==> src/rtl/core/ntmr_pkg.sv <==
// Package of the node table MAC registry: operation codes, item and result
// words, and the job word passed from the front to the back. No dependencies.
`default_nettype none
package ntmr_pkg;

    localparam int TABLE_DEPTH_DEF = 32;
    localparam logic [15:0] FIRST_IDENT = 16'h0002;
    localparam logic [15:0] ROOT_ID_RST = 16'd1;
    localparam logic [15:0] HMI_ID_RST = 16'hFFFF;
    localparam logic [7:0] HMI_TYPE_RST = 8'd1;
    localparam int COUNT_OUT_W = 6;

    typedef enum logic [2:0] {
        OP_REGISTER  = 3'd0,
        OP_HEARTBEAT = 3'd1,
        OP_SET_STATUS = 3'd2,
        OP_QUERY     = 3'd3,
        OP_MARK_DIRTY = 3'd4,
        OP_NONE      = 3'd7
    } t_op;

    typedef enum logic [1:0] {
        CFG_ROOT_ID  = 2'd0,
        CFG_HMI_ID   = 2'd1,
        CFG_HMI_TYPE = 2'd2
    } t_cfg_idx;

    typedef enum logic [1:0] {
        ST_ONLINE  = 2'd0,
        ST_WARNING = 2'd1,
        ST_OFFLINE = 2'd2,
        ST_LOST    = 2'd3
    } t_status;

    typedef enum logic {
        BK_IDLE = 1'b0,
        BK_EXEC = 1'b1
    } t_bk_state;

    typedef struct packed {
        logic [2:0]  operation;
        logic [47:0] mac_address;
        logic        reconnect;
        logic [7:0]  type_code;
        logic [7:0]  fw_major_in;
        logic [7:0]  fw_minor_in;
        logic [7:0]  fw_patch_in;
        logic [15:0] target_id;
        logic signed [7:0] rssi_in;
        logic [1:0]  new_status;
        logic [31:0] time_now_ms;
    } t_item;

    typedef struct packed {
        logic [15:0] given_id;
        logic        entry_found;
        logic [1:0]  entry_status;
        logic [7:0]  entry_type;
        logic        entry_is_hmi;
        logic [31:0] entry_last_seen;
        logic [5:0]  node_count;
        logic        table_dirty;
    } t_result;

    typedef struct packed {
        t_op   op;
        t_item item;
    } t_job;

    typedef struct packed {
        logic valid;
        t_job job;
    } t_q2b;

endpackage
`default_nettype wire

==> src/rtl/core/ntmr_if.sv <==
// Channel interfaces of the node table MAC registry: item, result and
// configuration write. Depends on ntmr_pkg.
`default_nettype none
interface ntmr_item_if;
    import ntmr_pkg::*;
    logic  valid;
    logic  ready;
    t_item data;
    modport source (output valid, output data, input ready);
    modport sink (input valid, input data, output ready);
endinterface

interface ntmr_res_if;
    import ntmr_pkg::*;
    logic    valid;
    logic    ready;
    t_result data;
    modport source (output valid, output data, input ready);
    modport sink (input valid, input data, output ready);
endinterface

interface ntmr_cfg_if;
    logic        valid;
    logic        ready;
    logic [1:0]  index;
    logic [15:0] wdata;
    modport source (output valid, output index, output wdata, input ready);
    modport sink (input valid, input index, input wdata, output ready);
endinterface
`default_nettype wire

==> src/rtl/core/node_table_mac_registry.sv <==
// Top level of the node table MAC registry: front queue and back table.
// Depends on ntmr_pkg, ntmr_if, ntmr_front and ntmr_back.
//
// Item words enter on i_item, one result word per item leaves on o_res, and
// i_cfg writes root_id (index 0), hmi_id (1) and hmi_type_code (2); it is
// always ready. The front holds up to two items in a queue.
// The back handles one item at a time: in idle it compares the MAC and the ID
// against all table entries in parallel and registers the hits, and in exec
// it writes the entry back and loads the result register, before it takes
// the next item.
// A result waits in its register while the back already looks up the next
// item; the back stops in write-back when the result register is still full,
// and the front stops accepting once its queue is full.
// Reset clears all valid bits, the count, the dirty flag and the channels,
// sets the ID counter to two and restores the configuration registers.
`default_nettype none
module node_table_mac_registry #(
    parameter int TABLE_DEPTH = ntmr_pkg::TABLE_DEPTH_DEF
) (
    input  wire          i_clk,
    input  wire          i_rst_n,
    ntmr_item_if.sink    i_item,
    ntmr_cfg_if.sink     i_cfg,
    ntmr_res_if.source   o_res
);
    import ntmr_pkg::*;

    t_q2b q;
    logic pop;

    ntmr_front u_front (
        .i_clk(i_clk), .i_rst_n(i_rst_n), .i_item(i_item), .o_q(q), .i_pop(pop)
    );

    ntmr_back #(.TABLE_DEPTH(TABLE_DEPTH)) u_back (
        .i_clk(i_clk), .i_rst_n(i_rst_n), .i_q(q), .o_pop(pop),
        .i_cfg(i_cfg), .o_res(o_res)
    );
endmodule
`default_nettype wire

==> src/rtl/core/ntmr_front.sv <==
// Front of the registry: accepts item words, decodes the operation and holds
// them in a two-entry queue for the back. Depends on ntmr_pkg and ntmr_if.
`default_nettype none
module ntmr_front (
    input  wire              i_clk,
    input  wire              i_rst_n,
    ntmr_item_if.sink        i_item,
    output ntmr_pkg::t_q2b   o_q,
    input  wire              i_pop
);
    import ntmr_pkg::*;

    t_job       r_mem [2];
    logic       r_wp, r_rp;
    logic [1:0] r_cnt, n_cnt;
    t_job       in_job;
    logic       push;

    always_comb begin
        in_job.item = i_item.data;
        case (i_item.data.operation)
            OP_REGISTER:   in_job.op = OP_REGISTER;
            OP_HEARTBEAT:  in_job.op = OP_HEARTBEAT;
            OP_SET_STATUS: in_job.op = OP_SET_STATUS;
            OP_QUERY:      in_job.op = OP_QUERY;
            OP_MARK_DIRTY: in_job.op = OP_MARK_DIRTY;
            default:       in_job.op = OP_NONE;
        endcase
    end

    assign i_item.ready = (r_cnt != 2'd2);
    assign push = i_item.valid && i_item.ready;
    assign o_q.valid = (r_cnt != 2'd0);
    assign o_q.job = r_mem[r_rp];

    always_comb begin
        n_cnt = r_cnt;
        if (push && !i_pop) n_cnt = r_cnt + 2'd1;
        else if (!push && i_pop) n_cnt = r_cnt - 2'd1;
    end

    always_ff @(posedge i_clk) begin
        if (!i_rst_n) begin
            r_wp <= 1'b0;
            r_rp <= 1'b0;
            r_cnt <= 2'd0;
        end else begin
            r_cnt <= n_cnt;
            if (push) r_wp <= ~r_wp;
            if (i_pop) r_rp <= ~r_rp;
        end
    end

    always_ff @(posedge i_clk) begin
        if (push) r_mem[r_wp] <= in_job;
    end
endmodule
`default_nettype wire

==> src/rtl/core/ntmr_back.sv <==
// Back of the registry: the node table, the lookup and write-back sequencer,
// the configuration registers and the result register. Depends on ntmr_pkg, ntmr_if.
`default_nettype none
module ntmr_back #(
    parameter int TABLE_DEPTH = ntmr_pkg::TABLE_DEPTH_DEF
) (
    input  wire              i_clk,
    input  wire              i_rst_n,
    input  ntmr_pkg::t_q2b   i_q,
    output logic             o_pop,
    ntmr_cfg_if.sink         i_cfg,
    ntmr_res_if.source       o_res
);
    import ntmr_pkg::*;

    localparam int SW = (TABLE_DEPTH > 1) ? $clog2(TABLE_DEPTH) : 1;
    localparam int CW = $clog2(TABLE_DEPTH + 1);

    logic [TABLE_DEPTH-1:0] r_valid;
    logic [47:0] r_mac  [TABLE_DEPTH];
    logic [15:0] r_id   [TABLE_DEPTH];
    logic [7:0]  r_kind [TABLE_DEPTH];
    logic [1:0]  r_stat [TABLE_DEPTH];
    logic [31:0] r_seen [TABLE_DEPTH];
    logic [23:0] r_fw   [TABLE_DEPTH];
    logic [7:0]  r_rssi [TABLE_DEPTH];

    logic [15:0] r_next, r_root, r_hmi;
    logic [7:0]  r_hmi_type;
    logic [CW-1:0] r_count;
    logic        r_dirty;
    t_bk_state   r_state, n_state;

    t_job        r_job;
    logic        r_mac_hit, r_id_hit, r_free_hit;
    logic [SW-1:0] r_mac_slot, r_id_slot, r_free_slot;

    logic        r_ovalid;
    t_result     r_out;

    logic [TABLE_DEPTH-1:0] mac_vec, id_vec, free_vec;
    logic [SW-1:0] mac_slot, id_slot, free_slot;
    logic        out_free, do_exec, take;
    logic [15:0] skip_id;

    logic        wr_en, wr_new, wr_full;
    logic [SW-1:0] wr_slot;
    logic [1:0]  wr_stat;
    logic [7:0]  wr_kind;
    logic        set_dirty;
    t_result     res;
    logic [8:0]  cnt_ext;

    function automatic logic [SW-1:0] lowest(input logic [TABLE_DEPTH-1:0] v);
        logic [SW-1:0] idx;
        idx = '0;
        for (int i = TABLE_DEPTH - 1; i >= 0; i--) begin
            if (v[i]) idx = SW'(i);
        end
        return idx;
    endfunction

    always_comb begin
        for (int i = 0; i < TABLE_DEPTH; i++) begin
            mac_vec[i]  = r_valid[i] && (r_mac[i] == i_q.job.item.mac_address);
            id_vec[i]   = r_valid[i] && (r_id[i] == i_q.job.item.target_id);
            free_vec[i] = !r_valid[i];
        end
        mac_slot  = lowest(mac_vec);
        id_slot   = lowest(id_vec);
        free_slot = lowest(free_vec);
    end

    always_comb begin
        skip_id = r_next;
        for (int k = 0; k < 3; k++) begin
            if (skip_id == r_root || skip_id == r_hmi) skip_id = skip_id + 16'd1;
        end
    end

    assign out_free = !r_ovalid || o_res.ready;
    assign i_cfg.ready = 1'b1;

    always_comb begin
        n_state = r_state;
        take = 1'b0;
        do_exec = 1'b0;
        case (r_state)
            BK_IDLE: begin
                if (i_q.valid) begin
                    take = 1'b1;
                    n_state = BK_EXEC;
                end
            end
            BK_EXEC: begin
                if (out_free) begin
                    do_exec = 1'b1;
                    n_state = BK_IDLE;
                end
            end
            default: n_state = BK_IDLE;
        endcase
        o_pop = take;
    end

    always_comb begin
        wr_en = 1'b0;
        wr_new = 1'b0;
        wr_full = 1'b0;
        wr_slot = r_id_slot;
        wr_stat = r_stat[r_id_slot];
        wr_kind = r_kind[r_id_slot];
        set_dirty = 1'b0;
        res = '0;
        case (r_job.op)
            OP_REGISTER: begin
                wr_stat = ST_ONLINE;
                if (r_mac_hit) begin
                    wr_slot = r_mac_slot;
                    wr_en = 1'b1;
                    wr_full = !r_job.item.reconnect;
                    wr_kind = r_job.item.reconnect ? r_kind[r_mac_slot]
                                                   : r_job.item.type_code;
                    res.given_id = r_id[r_mac_slot];
                end else if (r_free_hit) begin
                    wr_slot = r_free_slot;
                    wr_en = 1'b1;
                    wr_new = 1'b1;
                    wr_full = 1'b1;
                    wr_kind = r_job.item.type_code;
                    res.given_id = skip_id;
                end
                set_dirty = wr_en;
                res.entry_found = wr_en;
            end
            OP_HEARTBEAT: begin
                if (r_id_hit) begin
                    wr_en = 1'b1;
                    if (r_stat[r_id_slot] inside {ST_WARNING, ST_OFFLINE})
                        wr_stat = ST_ONLINE;
                end
                res.entry_found = r_id_hit;
            end
            OP_SET_STATUS: begin
                if (r_id_hit) begin
                    wr_stat = r_job.item.new_status;
                    set_dirty = 1'b1;
                end
                res.entry_found = r_id_hit;
            end
            OP_QUERY: res.entry_found = r_id_hit;
            OP_MARK_DIRTY: set_dirty = 1'b1;
            default: ;
        endcase
        if (res.entry_found) begin
            res.entry_status = wr_stat;
            res.entry_type = wr_kind;
            res.entry_is_hmi = (wr_kind == r_hmi_type);
            res.entry_last_seen = (wr_en) ? r_job.item.time_now_ms : r_seen[wr_slot];
        end
        cnt_ext = 9'(r_count) + 9'(wr_new);
        res.node_count = (cnt_ext > 9'd63) ? 6'd63 : cnt_ext[5:0];
        res.table_dirty = r_dirty || set_dirty;
    end

    always_ff @(posedge i_clk) begin
        if (!i_rst_n) begin
            r_state <= BK_IDLE;
            r_valid <= '0;
            r_next <= FIRST_IDENT;
            r_count <= '0;
            r_dirty <= 1'b0;
            r_ovalid <= 1'b0;
            r_root <= ROOT_ID_RST;
            r_hmi <= HMI_ID_RST;
            r_hmi_type <= HMI_TYPE_RST;
        end else begin
            r_state <= n_state;
            if (i_cfg.valid) begin
                case (i_cfg.index)
                    CFG_ROOT_ID:  r_root <= i_cfg.wdata;
                    CFG_HMI_ID:   r_hmi <= i_cfg.wdata;
                    CFG_HMI_TYPE: r_hmi_type <= i_cfg.wdata[7:0];
                    default: ;
                endcase
            end
            if (o_res.ready) r_ovalid <= 1'b0;
            if (do_exec) begin
                r_ovalid <= 1'b1;
                if (set_dirty) r_dirty <= 1'b1;
                if (wr_new) begin
                    r_valid[wr_slot] <= 1'b1;
                    r_count <= r_count + CW'(1);
                    r_next <= skip_id + 16'd1;
                end
            end
        end
    end

    always_ff @(posedge i_clk) begin
        if (take) begin
            r_job <= i_q.job;
            r_mac_hit <= |mac_vec;
            r_id_hit <= |id_vec;
            r_free_hit <= |free_vec;
            r_mac_slot <= mac_slot;
            r_id_slot <= id_slot;
            r_free_slot <= free_slot;
        end
        if (do_exec) begin
            r_out <= res;
            if (wr_en || (r_job.op == OP_SET_STATUS && r_id_hit)) begin
                r_stat[wr_slot] <= wr_stat;
            end
            if (wr_en) r_seen[wr_slot] <= r_job.item.time_now_ms;
            if (r_job.op == OP_HEARTBEAT && wr_en) r_rssi[wr_slot] <= r_job.item.rssi_in;
            if (wr_new) begin
                r_id[wr_slot] <= skip_id;
                r_rssi[wr_slot] <= 8'd0;
            end
            if (wr_full) begin
                r_mac[wr_slot] <= r_job.item.mac_address;
                r_kind[wr_slot] <= r_job.item.type_code;
                r_fw[wr_slot] <= {r_job.item.fw_major_in, r_job.item.fw_minor_in,
                                  r_job.item.fw_patch_in};
            end
        end
    end

    assign o_res.valid = r_ovalid;
    assign o_res.data = r_out;
endmodule
`default_nettype wire

==> src/flat_wrapper.sv <==
// flat-port wrapper written by rule: the top's interface ports become plain ports
module node_table_mac_registry_flat import ntmr_pkg::*;
#(
    parameter int TABLE_DEPTH = ntmr_pkg::TABLE_DEPTH_DEF
)
  (i_clk, i_rst_n, i_item_valid, i_item_data, i_item_ready, i_cfg_valid, i_cfg_index, i_cfg_wdata, i_cfg_ready, o_res_valid, o_res_data, o_res_ready);
  ntmr_item_if i_item_i ();
  ntmr_cfg_if i_cfg_i ();
  ntmr_res_if o_res_i ();
  input  wire i_clk;
  input  wire i_rst_n;
  input wire logic [$bits(i_item_i.valid)-1:0] i_item_valid;
  input wire logic [$bits(i_item_i.data)-1:0] i_item_data;
  output wire logic [$bits(i_item_i.ready)-1:0] i_item_ready;
  input wire logic [$bits(i_cfg_i.valid)-1:0] i_cfg_valid;
  input wire logic [$bits(i_cfg_i.index)-1:0] i_cfg_index;
  input wire logic [$bits(i_cfg_i.wdata)-1:0] i_cfg_wdata;
  output wire logic [$bits(i_cfg_i.ready)-1:0] i_cfg_ready;
  output wire logic [$bits(o_res_i.valid)-1:0] o_res_valid;
  output wire logic [$bits(o_res_i.data)-1:0] o_res_data;
  input wire logic [$bits(o_res_i.ready)-1:0] o_res_ready;
  assign i_item_i.valid = i_item_valid;
  assign i_item_i.data = i_item_data;
  assign i_item_ready = i_item_i.ready;
  assign i_cfg_i.valid = i_cfg_valid;
  assign i_cfg_i.index = i_cfg_index;
  assign i_cfg_i.wdata = i_cfg_wdata;
  assign i_cfg_ready = i_cfg_i.ready;
  assign o_res_valid = o_res_i.valid;
  assign o_res_data = o_res_i.data;
  assign o_res_i.ready = o_res_ready;
  node_table_mac_registry #(.TABLE_DEPTH(TABLE_DEPTH)) u_core (.i_clk(i_clk), .i_rst_n(i_rst_n), .i_item(i_item_i), .i_cfg(i_cfg_i), .o_res(o_res_i));
endmodule
==> config.mk <==
export PLATFORM = sky130hd
export DESIGN_NAME = node_table_mac_registry_flat
export DESIGN_NICKNAME = d
export VERILOG_FILES = /design/src/rtl/core/ntmr_pkg.sv /design/src/rtl/core/ntmr_if.sv /design/src/rtl/core/node_table_mac_registry.sv /design/src/rtl/core/ntmr_front.sv /design/src/rtl/core/ntmr_back.sv /design/src/flat_wrapper.sv
export SDC_FILE = /design/constraint.sdc
export NUM_CORES = 2
export LEC_CHECK = 0
export BUFFER_PORTS_ARGS = -buffer_cell sky130_fd_sc_hd__buf_4
export CORE_MARGIN = 5
export CORE_UTILIZATION = 63
export CTS_CLUSTER_DIAMETER = 200
export DETAILED_ROUTE_END_ITERATION = 7
export GPL_TIMING_DRIVEN = 0
export PLACE_DENSITY_LB_ADDON = 0.1
export SLEW_MARGIN = 20
export SYNTH_ARGS = -nofsm -noshare
export SYNTH_HDL_FRONTEND = slang
export SYNTH_SLANG_ARGS = --single-unit
export TNS_END_PERCENT = 20
==> constraint.sdc <==
create_clock -name i_clk -period 6.8 [get_ports i_clk]
set_input_delay 0.68 -clock i_clk [delete_from_list [all_inputs] [get_ports i_clk]]
set_output_delay 0.68 -clock i_clk [all_outputs]
set_load 0.005 [all_outputs]
# Word level (Yosys, flattened, before mapping)
# Memory sizes are Yosys's and may differ from the RTL's. A register that Yosys moved wholly into a read port is not among the register bits.
# Index checks and enable logic that the tools add are counted.
# totals
out_inout_bits	70
ram_bits	3682
wordCells	436
in_bits	165
latch_bits	0
mem_count	6
reg_bits	248
mem_bits_ro	0
# memory_table
name	words	word_bits	read_ports	rd_ports_with_merged_regs	write_ports	line	source
u_core.u_back.r_mac	32	48	32	0	1	ntmr_back.sv:20	logic [47:0] r_mac [TABLE_DEPTH];
u_core.u_back.r_seen	32	32	1	1	1	ntmr_back.sv:24	logic [31:0] r_seen [TABLE_DEPTH];
u_core.u_back.r_id	32	16	33	0	1	ntmr_back.sv:21	logic [15:0] r_id [TABLE_DEPTH];
u_core.u_front.r_mem	2	145	1	1	1	ntmr_front.sv:13	t_job r_mem [2];
u_core.u_back.r_kind	32	8	2	0	1	ntmr_back.sv:22	logic [7:0] r_kind [TABLE_DEPTH];
u_core.u_back.r_stat	32	2	1	0	1	ntmr_back.sv:23	logic [1:0] r_stat [TABLE_DEPTH];
# classes
eq_ne	84
mux	148
n_mul	0
bitwise_logic	4
shift	0
n_div	0
reduce_logical	140
add_sub_neg	8
n_lt_le_gt_ge	3
# op_table
op	n
== test 48 bit	32
== test 16 bit	38
two-way mux 5 bit	51
two-way mux 4 bit	24
OR reduction 32 bit	3
two-way mux 16 bit	5
logical AND 1 bit	69
adder 16 x 1 -> 16 bit, second input constant	4
zero test 1 bit	37
two-way mux 3 bit	12
two-way mux 1 bit	34
two-way mux 8 bit	4
bitwise OR 32 bit	1
OR reduction 16 bit	2
two-way mux 2 bit	11
AND reduction 16 bit	1
OR reduction 8 bit	2
case mux 3 bit (5 select lines)	1
== test 3 x 2 -> 1 bit, second input constant	4
AND reduction 2 bit	6
== test 8 bit	1
AND reduction 8 bit	1
nonzero test 2 bit	4
OR reduction 4 bit	2
other kinds (23)	38

# Longest topological paths before layout
# An unclocked memory read counts as a cell.
# logic_depth
depth_word	34
mapped_depth	23
depth_no_buf	22

# By module
# Synthesis repeated with hierarchy kept, for this count alone.
# unflattened
hier_cells	10466
area_unflattened_um2	169151.0
# by_module_without_submodules
module	cells_each	n_inst	area_per_inst_um2
ntmr_back	9988	1	158238.0
ntmr_front	478	1	10913.0

# Least setup slack after synthesis
# No wires, ideal clock.
# synth_timing
kind	flip-flop to flip-flop
from	register u_core.u_back.r_next[14]
to	register u_core.u_back.r_next[9]
setup_time_ns	0.071
path_slack_ns	0.506
path_stages_with_launch	20
t_arrival_ns	6.223
synth_period_minus_slack_ns	6.294
path_cell_list	dfxtp_1 buf_6 or2_4 a2111oi_4 and4_4 buf_6 o2111ai_1 xor2_1 o2111ai_1 and4bb_2 nand4_1 a211oi_1 xnor2_1 o311ai_1 a211oi_2 nand2_1 xor2_1 nand3_1 xor2_1 a21oi_1
# synth_between
elab_chain_cells	10
# synth_lines
item	line	source
start: declaration	ntmr_back.sv:28	logic [15:0] r_next, r_root, r_hmi;
start signal: assignment	ntmr_back.sv:194	r_next <= skip_id + 16'd1;
== test 16 bit	ntmr_back.sv:77	if (skip_id == r_root || skip_id == r_hmi) skip_id = skip_id + 16'd1;
logical OR 1 bit	ntmr_back.sv:77	
two-way mux 16 bit *	ntmr_back.sv:77	
branches (longest 2 deep; another with adder 16 x 1 -> 16 bit)	-	
two-way mux 16 bit *	ntmr_back.sv:77	
branches (longest 2 deep; another with adder 16 x 1 -> 16 bit)	-	
two-way mux 16 bit *	ntmr_back.sv:77	
net u_core.u_back.skip_id[5]	ntmr_back.sv:44	logic [15:0] skip_id;
adder 16 x 1 -> 16 bit *	ntmr_back.sv:194	
# Mark *: on every way through the listed nets, which the timed path passes.
# A chain may end at the register's enable or synchronous reset.

==> impl_metrics.tcl <==
set metrics [dict create \
    status "finished, violations left" \
    failed_checks "negative setup slack" \
    fin_skew_ns 0.0775 \
    relSlewSlack_pct 15.5 \
    dieArea_mm2 0.271 \
    grt_use_met1_pct 55.6 \
    dr.pass1.iters 7 \
    ys_seq_area_share_pct 70.7 \
    switching_power_mw 27.9 \
    crit_chain "clkbuf_2 > clkdlybuf4s18_2 > mux2i_2 > clkbuf_2 > xor2_1 > nand4_1 > nor4_1 > nand3_1 > nor4_1 > nor2_1 > o31ai_1 > a211oi_1 > o31ai_1 > nand2_1 > nand2_1 > nand2_1 > a211oi_1 > o31ai_1 > a211oi_1" \
    dpl.hpwl_um 380000 \
    peakVddDrop_mv 0.396 \
    synth_top_cell_area_share_pct 69.4 \
    gp_congestion 0.997 \
    synth.largest_area_cell "edfxtp_1" \
    critPathArrivalTime_ns 7.63 \
    min_period_ns 6.98 \
    maxCapViolations 0 \
    final-hold-violation-count 0 \
    synthTopCellsByArea "edfxtp_1 69%, xnor2_1 8.4%, mux4_2 8.2%" \
    rrSetupSlack_ns -0.18 \
    via_per_inst 7.02 \
    rsz0062_at_grt "yes" \
    hold_class "in -> reg" \
    async_flop_share_pct 0 \
    overflow 0 \
    ys.flop_type "edfxtp_1" \
    clk_latency_ns 0.98 \
    cts_buffers 384 \
    route.detailed.drc 0 \
    grt_pass1_vias 97675 \
    grtUsageMet3_pct 12.6 \
    grt-busiest-layer "met2" \
    yosys_register_bits 3893 \
    tightest_slew_ns 1.27 \
    drive_above_1_share_pct 21.3 \
    critPathKind "reg -> reg" \
    io_pins 235 \
    comb_power_share_pct 33.2 \
    grt_pass1_wl_um 760000 \
    cpMaxStageDelayCell "clkbuf_2" \
    die_w_um 520 \
    grt_max_degree 73 \
    cts-root-buf "clkbuf_16" \
    fmax_ghz 0.143 \
    p_per_area_mw_per_mm2 407 \
    cts_buffer_depth 4 \
    end_kind "flip-flop" \
    grt_util_all_layers_pct 40.5 \
    p_int_mw 50.5 \
    pwr-share-clk_pct 26.6 \
    power.leakage_nw 61.6 \
    cts_tree "built" \
    use_met2_pct 59.8 \
    power.total_mw 78.4 \
    regArea_mm2 0.116 \
    max_stage_delay_ns 0.72 \
    syn_nets 9702 \
    startpoint_type "flip-flop" \
    nNetsFinal 10816 \
    fillers 15029 \
    io_buffer_count 200 \
    synthCells 9529 \
    dpl_cell_area_mm2 0.178 \
    synthesis.area_mm2 0.164 \
    antenna_found_initial 29 \
    maxSlewViolCount 0 \
    core_area_mm2 0.259 \
    multiInputGateArea_mm2 0.0475 \
    required_ns 7.45 \
    wirelength_um 556000 \
    start_util_pct 63.2 \
    path_buf_inv 3 \
    clock_sinks 3893 \
    syn_avg_cell_area_um2 17.2 \
    wl_per_cell_um 38.7 \
    clkTransAtPathRegs_ns 0.06 \
    drtIter0Drc 17877 \
    core.rowCount 187 \
    syn2layout_area_growth_pct 17.4 \
    final_common_cell "edfxtp_1" \
    h-tree-depth 5 \
    design_area_mm2 0.193 \
    hold_ws_ns 0.0711 \
    yosysWarnings 0 \
    post-route-period-util_pct 103 \
    final_cell_mix "3791 x edfxtp_1, 1564 x xnor2_1, 596 x mux4_2" \
    vias 100927 \
    drtAntennaViolNets 0 \
    crit_family "compound AO/OA/AOI/OAI gates" \
    die_h_um 520 \
    worst-path-max-fanout 10 \
    swShare_pct 35.6 \
    setup_violations 4 \
    ys_types 92 \
    fin_ws_ns -0.182 \
    seqPwrFrac_pct 40.2 \
    synth_edf_count 3791 \
]
## worst reg2reg max path, cell delays in order (launching register included)
cell,delay (ns)
dfxtp_1,0.33
clkbuf_2,0.44
clkdlybuf4s18_2,0.67
mux2i_2,0.60
clkbuf_2,0.72
xor2_1,0.20
nand4_1,0.11
nor4_1,0.50
nand3_1,0.22
nor4_1,0.43
nor2_1,0.16
o31ai_1,0.17
a211oi_1,0.14
o31ai_1,0.46
nand2_1,0.21
nand2_1,0.11
nand2_1,0.06
a211oi_1,0.49
o31ai_1,0.12
a211oi_1,0.54
## through the flow
step	setup TNS, ns	utilization [%]	std cells	setup WS, ns
floorplan	0	-	9529	0.506
global placement	-9943.50	65.4	13131	-4.67
detailed placement	-258.98	68.6	13518	-1.89
CTS	-0.240	73.9	14341	-0.240
global route	-0.170	74.2	14366	-0.159
finish	-0.202	74.2	14381	-0.182
## sequential cells by signal, indices dropped and copies added (netlist names), 32 cells and up, named ones only
name	cells
u_core.u_back.r_valid	32
u_core.u_back.r_id	512
u_core.u_back.r_kind	256
u_core.u_back.r_seen	1024
u_core.u_back.o_res.data	67
u_core.u_back.r_job	94
u_core.u_front.r_mem	220
u_core.u_back.r_mac	1536
u_core.u_back.r_stat	64
## final timing paths
check | from | to | cells past startpoint
setup / recovery | flip-flop | u_core.u_back.r_mac_slot[1] | 19
hold / removal | i_item_data[140] | u_core.u_front.r_mem[0][143] | 2
setup reg to reg | flip-flop | u_core.u_back.r_mac_slot[1] | 19
hold reg to reg | u_core.u_back.r_root[12] | u_core.u_back.r_root[12] | 2
## cell usage after synthesis, types with 102 or more instances
library cell and n:
a21oi_1 164, buf_1 154, clkbuf_1 291, dfxtp_1 102, edfxtp_1 3791, mux2i_1 104
mux4_2 596, nand2_1 330, nand3_1 135, nand4_1 192, nor2_1 368, nor4_1 415
xnor2_1 1576, xor2_1 511
## logic make-up after synthesis
family          share of synthesized area, %
buf+inv                                 1.31
xor+xnor                                11.2
mux                                     9.28
other cells                          0.00229
flops                                   70.7
fa+ha+maj                             0.0610
simple gates                            5.20
compound gates                          2.28
## power by group through the flow
stage,registers (mW),clock network (mW),logic (mW)
after floorplan,31.8,0,11.9
after global placement,34.9,0,19.3
after detailed placement,32.2,0,24.4
after CTS,31.7,20.9,24.7
after global routing,31.5,21.9,26.4
final,31.5,20.9,26.0
## repair_timing
action                      CTS  global route
buffers inserted              2            11
hold buffers                123             0
pin swaps                     4             5
cloned                        1             0
hold endpoints to repair    253             0
gates resized for setup      91           123
setup endpoints to repair  1753           341
## area by class of cell
type / instances / area share (%)
Inverter: 87 / 0.175
Sequential cell: 3893 / 60.2
Timing Repair Buffer: 738 / 5.29
Antenna cell: 16 / 0.0208
Buffer: 455 / 1.16
Tap cell: 3402 / 2.21
Clock inverter: 215 / 0.934
Clock buffer: 491 / 5.37
Multi-Input combinational cell: 5084 / 24.7
## layer usage
metal | part of all wire, % | vias to the layer above | wire length (um)
met5 | 0.029 | - | 161
li1 | - | 39150 | -
met1 | 34 | 51075 | 191000
met3 | 15 | 1787 | 85900
met2 | 44 | 8895 | 244000
met4 | 6.4 | 20 | 35500
Power figures use the tool's default switching activity.
